## src/rtl/quadratic_root_solver_core_defines.svh

```systemverilog
// Assertion helpers for the core file, which checks its own logic.
`ifndef QUADRATIC_ROOT_SOLVER_CORE_DEFINES_SVH
`define QUADRATIC_ROOT_SOLVER_CORE_DEFINES_SVH

// Same-cycle implication, sampled on i_clk and quiet during reset.
`define QRS_ASSERT_IMP(lbl, ant, cons, msg) \
    lbl: assert property (@(posedge i_clk) disable iff (!i_rst_n) (ant) |-> (cons)) \
        else $error(msg);

// Next-cycle implication, sampled on i_clk and quiet during reset.
`define QRS_ASSERT_NXT(lbl, ant, cons, msg) \
    lbl: assert property (@(posedge i_clk) disable iff (!i_rst_n) (ant) |=> (cons)) \
        else $error(msg);

`endif

```

## src/rtl/qrs_pkg.sv

```systemverilog
`default_nettype none
package qrs_pkg;
    localparam int FRAC_BITS_DEF = 16;
    localparam int COEF_W        = 32;
    localparam int MAG_W         = 32;
    localparam int PROD_W        = 64;
    localparam int DISC_W        = 66;
    localparam int ROOT_W        = 33;
    localparam int NUM_W         = 34;
    localparam int SNUM_W        = 36;
    localparam int DEN_W         = 33;
    localparam int ZB_W          = 16;
    localparam int DB_W          = 32;
    localparam int CFG_IDX_W     = 2;
    localparam int CFG_DATA_W    = 32;

    localparam logic [1:0] CASE_NONE  = 2'd0;
    localparam logic [1:0] CASE_TWO   = 2'd1;
    localparam logic [1:0] CASE_EQUAL = 2'd2;
    localparam logic [1:0] CASE_CPLX  = 2'd3;

    localparam logic [CFG_IDX_W-1:0] REG_ZERO_BAND = 2'd0;
    localparam logic [CFG_IDX_W-1:0] REG_DISC_BAND = 2'd1;

    localparam logic [ZB_W-1:0] ZB_RESET = 16'd1;
    localparam logic [DB_W-1:0] DB_RESET = 32'd4295;

    // Side data that rides along the square root pipeline.
    typedef struct packed {
        logic [1:0]       rc;
        logic             az;
        logic             sa;
        logic             sb;
        logic [MAG_W-1:0] mb;
        logic [MAG_W-1:0] ma;
    } t_sq_tag;

    // Side data that rides along the divider pipeline.
    typedef struct packed {
        logic [1:0] rc;
        logic       az;
        logic       neg1;
        logic       neg2;
    } t_dv_tag;
endpackage
`default_nettype wire

```

## src/rtl/qrs_sqrt.sv

```systemverilog
`default_nettype none
// Integer square root, one result bit per pipeline stage.
module qrs_sqrt (
    input  wire logic                         i_clk,
    input  wire logic                         i_rst_n,
    input  wire logic                         i_en,
    input  wire logic                         i_valid,
    input  wire logic [qrs_pkg::DISC_W-1:0]   i_rad,
    input  wire qrs_pkg::t_sq_tag             i_tag,
    output logic                              o_valid,
    output logic      [qrs_pkg::ROOT_W-1:0]   o_root,
    output qrs_pkg::t_sq_tag                  o_tag
);
    localparam int N     = qrs_pkg::ROOT_W;
    localparam int REM_W = qrs_pkg::ROOT_W + 3;

    logic [qrs_pkg::DISC_W-1:0] s_rad  [N+1];
    logic [REM_W-1:0]           s_rem  [N+1];
    logic [qrs_pkg::ROOT_W-1:0] s_root [N+1];
    logic                       s_v    [N+1];
    qrs_pkg::t_sq_tag           s_tag  [N+1];

    assign s_rad[0]  = i_rad;
    assign s_rem[0]  = '0;
    assign s_root[0] = '0;
    assign s_v[0]    = i_valid;
    assign s_tag[0]  = i_tag;

    genvar k;
    for (k = 0; k < N; k++) begin : g_stage
        logic [REM_W-1:0]           w_rem;
        logic [REM_W-1:0]           w_trial;
        logic                       w_ge;
        logic [qrs_pkg::DISC_W-1:0] r_rad;
        logic [REM_W-1:0]           r_rem;
        logic [qrs_pkg::ROOT_W-1:0] r_root;
        logic                       r_v;
        qrs_pkg::t_sq_tag           r_tag;

        // Bring down the next two radicand bits and try a one in the root.
        assign w_rem   = {s_rem[k][REM_W-3:0], s_rad[k][qrs_pkg::DISC_W-1 -: 2]};
        assign w_trial = {1'b0, s_root[k], 2'b01};
        assign w_ge    = (w_rem >= w_trial);

        always_ff @(posedge i_clk) begin
            if (!i_rst_n) begin
                r_v <= 1'b0;
            end else if (i_en) begin
                r_v <= s_v[k];
            end
        end

        always_ff @(posedge i_clk) begin
            if (i_en) begin
                r_rad  <= {s_rad[k][qrs_pkg::DISC_W-3:0], 2'b00};
                r_rem  <= w_ge ? (w_rem - w_trial) : w_rem;
                r_root <= {s_root[k][qrs_pkg::ROOT_W-2:0], w_ge};
                r_tag  <= s_tag[k];
            end
        end

        assign s_rad[k+1]  = r_rad;
        assign s_rem[k+1]  = r_rem;
        assign s_root[k+1] = r_root;
        assign s_v[k+1]    = r_v;
        assign s_tag[k+1]  = r_tag;
    end

    assign o_valid = s_v[N];
    assign o_root  = s_root[N];
    assign o_tag   = s_tag[N];
endmodule
`default_nettype wire

```

## config.mk

```make
export PLATFORM = sky130hd
export DESIGN_NAME = qrs_sqrt
export DESIGN_NICKNAME = d
export VERILOG_FILES = /design/src/rtl/quadratic_root_solver_core_defines.svh /design/src/rtl/qrs_pkg.sv /design/src/rtl/qrs_sqrt.sv
export SDC_FILE = /design/constraint.sdc
export NUM_CORES = 2
export LEC_CHECK = 0
export BUFFER_PORTS_ARGS = -buffer_cell sky130_fd_sc_hd__buf_4
export CAP_MARGIN = 10
export CELL_PAD_IN_SITES_DETAIL_PLACEMENT = 2
export CELL_PAD_IN_SITES_GLOBAL_PLACEMENT = 2
export CORE_AREA = 2 2 659 661
export CTS_CLUSTER_DIAMETER = 40
export CTS_CLUSTER_SIZE = 10
export DETAILED_ROUTE_END_ITERATION = 16
export DIE_AREA = 0 0 661 663
export HOLD_SLACK_MARGIN = 0.12
export PLACE_DENSITY_LB_ADDON = 0.1
export SLEW_MARGIN = 20
export SYNTH_ARGS = -nofsm -noshare
export SYNTH_HDL_FRONTEND = slang
export SYNTH_SLANG_ARGS = --single-unit
export TNS_END_PERCENT = 100
```

## constraint.sdc

```tcl
create_clock -name i_clk -period 4.9 [get_ports i_clk]
set_input_delay 0.98 -clock i_clk [delete_from_list [all_inputs] [get_ports i_clk]]
set_output_delay 0.98 -clock i_clk [all_outputs]
set_load 0.05 [all_outputs]
```

==> run_results.csv, run 1 <==
group,metric,value,unit
outcome,status,"stopped before the end",
outcome,stop_stage,"detailed placement (3_5_place_dp)",
outcome,firstError,"[ERROR DPL-0033] detailed placement checks failed during check placement.",
floorplan,die_h,663,um
synthesis,yosys-top-cells-area,"edfxtp_1 (77%), ha_1 (3.9%), xor2_1 (2.0%)",
synthesis,synthFlopType,"edfxtp_1",
synthesis,synth-edff-count,4931,
synthesis,yosysTopAreaCell,"edfxtp_1",
synthesis,synthesis.nets,12692,
synthesis,syn_area,194000,um2
floorplan,die_width,661,um
synthesis,synth_seq_cells,4964,
synthesis,ys_types,92,
floorplan,placementRows,242,
floorplan,start_util,44.8,%
synthesis,ys_seq_area_share,76.8,%
floorplan,ios,242,
synthesis,synth_top_area_share,76.5,%
placement,gp_congestion,0.832,
synthesis,ys_warn_count,0,
synthesis,avgSynthCellArea,16.2,um2
placement,io_buffers,241,
synthesis,synthCells,11957,
synthesis,async_reset_ff_share,0,%
placement,dpl.hpwl,411000,um
## kinds of logic after synthesis
group	share of synthesized area, %
multiplexers	0.849
XOR/XNOR	3.96
adder cells (fa/ha/maj)	3.85
flip-flops	76.8
AND/OR/NAND/NOR	6.43
AO/OA/AOI/OAI	6.25
other	0.00194
buffers and inverters	1.81
## cell usage after synthesis, types with 58 or more instances
master / n
nor3_1: 238
a21o_1: 261
or3_1: 94
xor2_1: 443
nor4_1: 130
nand4_1: 93
clkbuf_1: 177
xnor2_1: 431
nand3_1: 151
a211oi_1: 63
o21a_1: 91
a21oi_1: 573
nor2_1: 518
nand2b_1: 122
nor2b_1: 104
mux2_2: 100
nand2_1: 705
or4_1: 58
ha_1: 596
edfxtp_1: 4931
and3_1: 70
inv_1: 730
o21ai_0: 534
## per-stage QoR
step              cell area, um2  std cells  hold WS (ns)
floorplan                 194000      11957         0.400
global placement          204000      17934         0.400
==> run 2: changes to the inputs <==
==> config.mk (replaced) <==
export PLATFORM = sky130hd
export DESIGN_NAME = qrs_sqrt
export DESIGN_NICKNAME = d
export VERILOG_FILES = /design/src/rtl/quadratic_root_solver_core_defines.svh /design/src/rtl/qrs_pkg.sv /design/src/rtl/qrs_sqrt.sv
export SDC_FILE = /design/constraint.sdc
export NUM_CORES = 2
export LEC_CHECK = 0
export BUFFER_PORTS_ARGS = -buffer_cell sky130_fd_sc_hd__buf_4
export CAP_MARGIN = 10
export CORE_AREA = 2 2 807 809
export DETAILED_ROUTE_END_ITERATION = 16
export DIE_AREA = 0 0 809 811
export PLACE_DENSITY_LB_ADDON = 0.15
export SLEW_MARGIN = 20
export SYNTH_ARGS = -nofsm -noshare
export SYNTH_HDL_FRONTEND = slang
export SYNTH_SLANG_ARGS = --single-unit
export TNS_END_PERCENT = 100
==> run_results.csv, run 2 <==
group,metric,value,unit
outcome,status,"completed",
final_layout,area_growth,17.2,%
synthesis,synth_most_common_cell,"edfxtp_1",
worst_setup_path,cp.required,5.66,ns
sta,period_minus_slack,4.31,ns
synthesis,synthFlopType,"edfxtp_1",
floorplan,placementRows,296,
clock_tree,cts-htree-levels,6,
routing,dr.pass1.iters,5,
clock_tree,cts.path.max_buffers,4,
sta,tightest_slew,1.08,ns
clock_tree,ctsHoldBuffers,107,
routing,drt_wl_total,349000,um
synthesis,synthMuxAreaShare,0.849,%
hold_path,min_path_type,"input pin to register",
synthesis,avgSynthCellArea,16.2,um2
synthesis,yosysTopAreaCell,"edfxtp_1",
final_layout,largest_reg_flops,2208,
global_route,gr-total-overflow,0,
sta,fin_setup_tns,0,ns
pwr,vdd_drop_max,0.331,mV
clock_tree,cts_resized,0,
routing,num_vias,95374,
synthesis,synth_top_area_share,76.5,%
routing,viasPerCell,4.34,
global_route,grt_max_degree,165,
placement,dpl.hpwl,230000,um
routing,antenna_left,0,
worst_setup_path,path_cells,"or4_4 > or3_4 > or4_4 > or4_4 > or4_1 > or3_1 > nand4_4 > nor4_1 > xor2_1",
clock_tree,clockRootBuffer,"clkbuf_16",
global_route,grt_use_total,10.3,%
synthesis,synth_fa_ha_area_share,3.85,%
clock_tree,clkTransAtPathRegs,0.06,ns
sta,finalHoldViolCount,0,
clock_tree,cts.sinks,4964,
final_layout,nets,13587,
worst_setup_path,critical_path.top_delay_family,"simple AND/OR/NAND/NOR gates",
floorplan,ios,242,
synthesis,synthCells,11957,
synthesis,synth_top_family_by_area,"simple AND/OR/NAND/NOR gates",
synthesis,synth_commonest_cells,"edfxtp_1 (4931), inv_1 (730), nand2_1 (705)",
synthesis,ys_types,92,
floorplan,start_util,29.9,%
final_layout,final_cell_mix,"edfxtp_1 (4931), inv_1 (730), nand2_1 (705), ha_1 (596), clkbuf_16 (583)",
sta,relSlewSlack,27.4,%
routing,route.detailed.drc,0,
global_route,antenna_found_initial,7,
final_layout,final_common_cell,"edfxtp_1",
synthesis,ys_warn_count,0,
sta,max_freq,232,MHz
synthesis,synth_xor_area_share,3.96,%
sta,hold_slack,0.132,ns
final_layout,multi_input_area,41400,um2
sta,finalCritPeriodShare,88.0,%
clock_tree,post-cts-setup-buffers,0,
worst_setup_path,cp_common_cell,"or4_4",
synthesis,synth_seq_cells,4964,
synthesis,yosys-top-cells-area,"edfxtp_1 (77%), ha_1 (3.9%), xor2_1 (2.0%)",
floorplan,core_area,648000,um2
pwr,power.density,486,nW/um2
sta,setup_viol,0,
worst_setup_path,arrival,5.07,ns
routing,wl_per_cell,15.9,um
run,drv_cap,0,
worst_setup_path,cpMaxStageDelayCell,"or3_1",
worst_setup_path,crit_buf_inv,0,
pwr,p_leak,81.6,nW
floorplan,die_h,811,um
clock_tree,numCtsBuffers,578,
synthesis,ys_seq_area_share,76.8,%
worst_setup_path,endpoint_kind,"register",
routing,drt_first_iter_violations,6386,
clock_tree,clk_latency,1.05,ns
worst_setup_path,critPathKind,"register to register",
final_layout,top_register,"g_stage.r_tag",
worst_setup_path,cp_max_fo,16,
synthesis,synthesis.nets,12692,
floorplan,die_width,809,um
final_layout,regArea,149000,um2
placement,io_buffers,241,
sta,fin_skew,0.0523,ns
synthesis,async_reset_ff_share,0,%
global_route,grt_pass1_wl,551000,um
clock_tree,tritoncts,"built",
placement,gp_congestion,0.819,
sta,rsz0062_at_grt,"no",
final_layout,fillerInstances,61713,
sta,maxSlewViolCount,0,
global_route,grt_pass1_vias,96335,
synthesis,yosys.area_share.simple,6.43,%
final_layout,drive_above_1_share,10.5,%
synthesis,syn_area,194000,um2
floorplan,die-area,656000,um2
worst_setup_path,critPathMaxStageDelay,0.72,ns
synthesis,synth-edff-count,4931,
worst_setup_path,critPathLaunchType,"register",
synthesis,synth_compound_area_share,6.25,%
final_layout,top_regs,"g_stage.r_tag: 2208 flops, g_stage.r_rad: 1056 flops, g_stage.r_rem: 1037 flops",
[run 2: cell counts after synthesis]
No cell type changed its count.
[run 2: area by class of cell]
type,count,share of cell area (%)
timing repair buffer,507,2.02
clock buffer,687,6.60
clock inverter,347,1.59
antenna,3,0.00331
multi-input combinational,6065,18.3
tap,8642,4.77
sequential,4964,65.6
inverter,736,1.22
[run 2: final timing paths]
check | from | endpoint | slack (ns) | cells past startpoint
worst max-delay path | g_stage[10].r_rem[20] | g_stage[11].r_rem[23] | 0.59 | 9
worst min-delay path | i_rad[11] | g_stage[0].r_rad[13] | 0.13 | 1
worst min register to register | g_stage[5].r_tag[62] | g_stage[6].r_tag[62] | 0.39 | 0
worst max register to register | g_stage[10].r_rem[20] | g_stage[11].r_rem[23] | 0.59 | 9
[run 2: cell families after synthesis]
| kind of cell | count (synthesis) |
|---|---|
| flops | 4964 |
| simple gates | 2496 |
| compound gates | 1947 |
| buf+inv | 928 |
| xor+xnor | 874 |
| fa+ha+maj | 596 |
| mux | 151 |
| other cells | 1 |
[run 2: per-stage QoR]
stage | instances | area [um2] | utilization [%] | setup WS, ns | total power [mW]
2_1_floorplan | 11957 | 194000 | - | 1.11 | 64.3
3_3_place_gp | 20807 | 207000 | 32.0 | 0.572 | 69.4
3_5_place_dp | 20807 | 207000 | 32.0 | 0.547 | 69.4
4_1_cts | 21948 | 227000 | 35.0 | 0.530 | 113
5_1_grt | 21950 | 227000 | 35.0 | 0.397 | 116
6_report | 21951 | 227000 | 35.0 | 0.587 | 110
[run 2: worst register-to-register path, cell delays in order (launching register included)]
cell and delay, ns:
edfxtp_1 0.43, or4_4 0.57, or3_4 0.37, or4_4 0.44, or4_4 0.44, or4_1 0.58, or3_1 0.73, nand4_4 0.26
nor4_1 0.08, xor2_1 0.14
[run 2: where the power goes]
group          switching (mW)  internal (mW)  leakage [nW]  total [mW]
sequential               2.21           51.8          48.1        54.0
clock                    17.4           24.4          9.02        41.8
combinational            8.39           6.05          24.5        14.4
total                    28.0           82.3          81.6         110
[run 2: layer usage]
| layer | up-vias | GRT usage [%] | routed length, um |
|---|---|---|---|
| li1 | 47194 | - | - |
| met1 | 46076 | 13.5 | 157000 |
| met2 | 1365 | 17.3 | 167000 |
| met3 | 739 | 1.76 | 12900 |
| met4 | 0 | 3.84 | 12700 |
| met5 | - | 0 | 0 |
(Power assumes the default switching activity.)
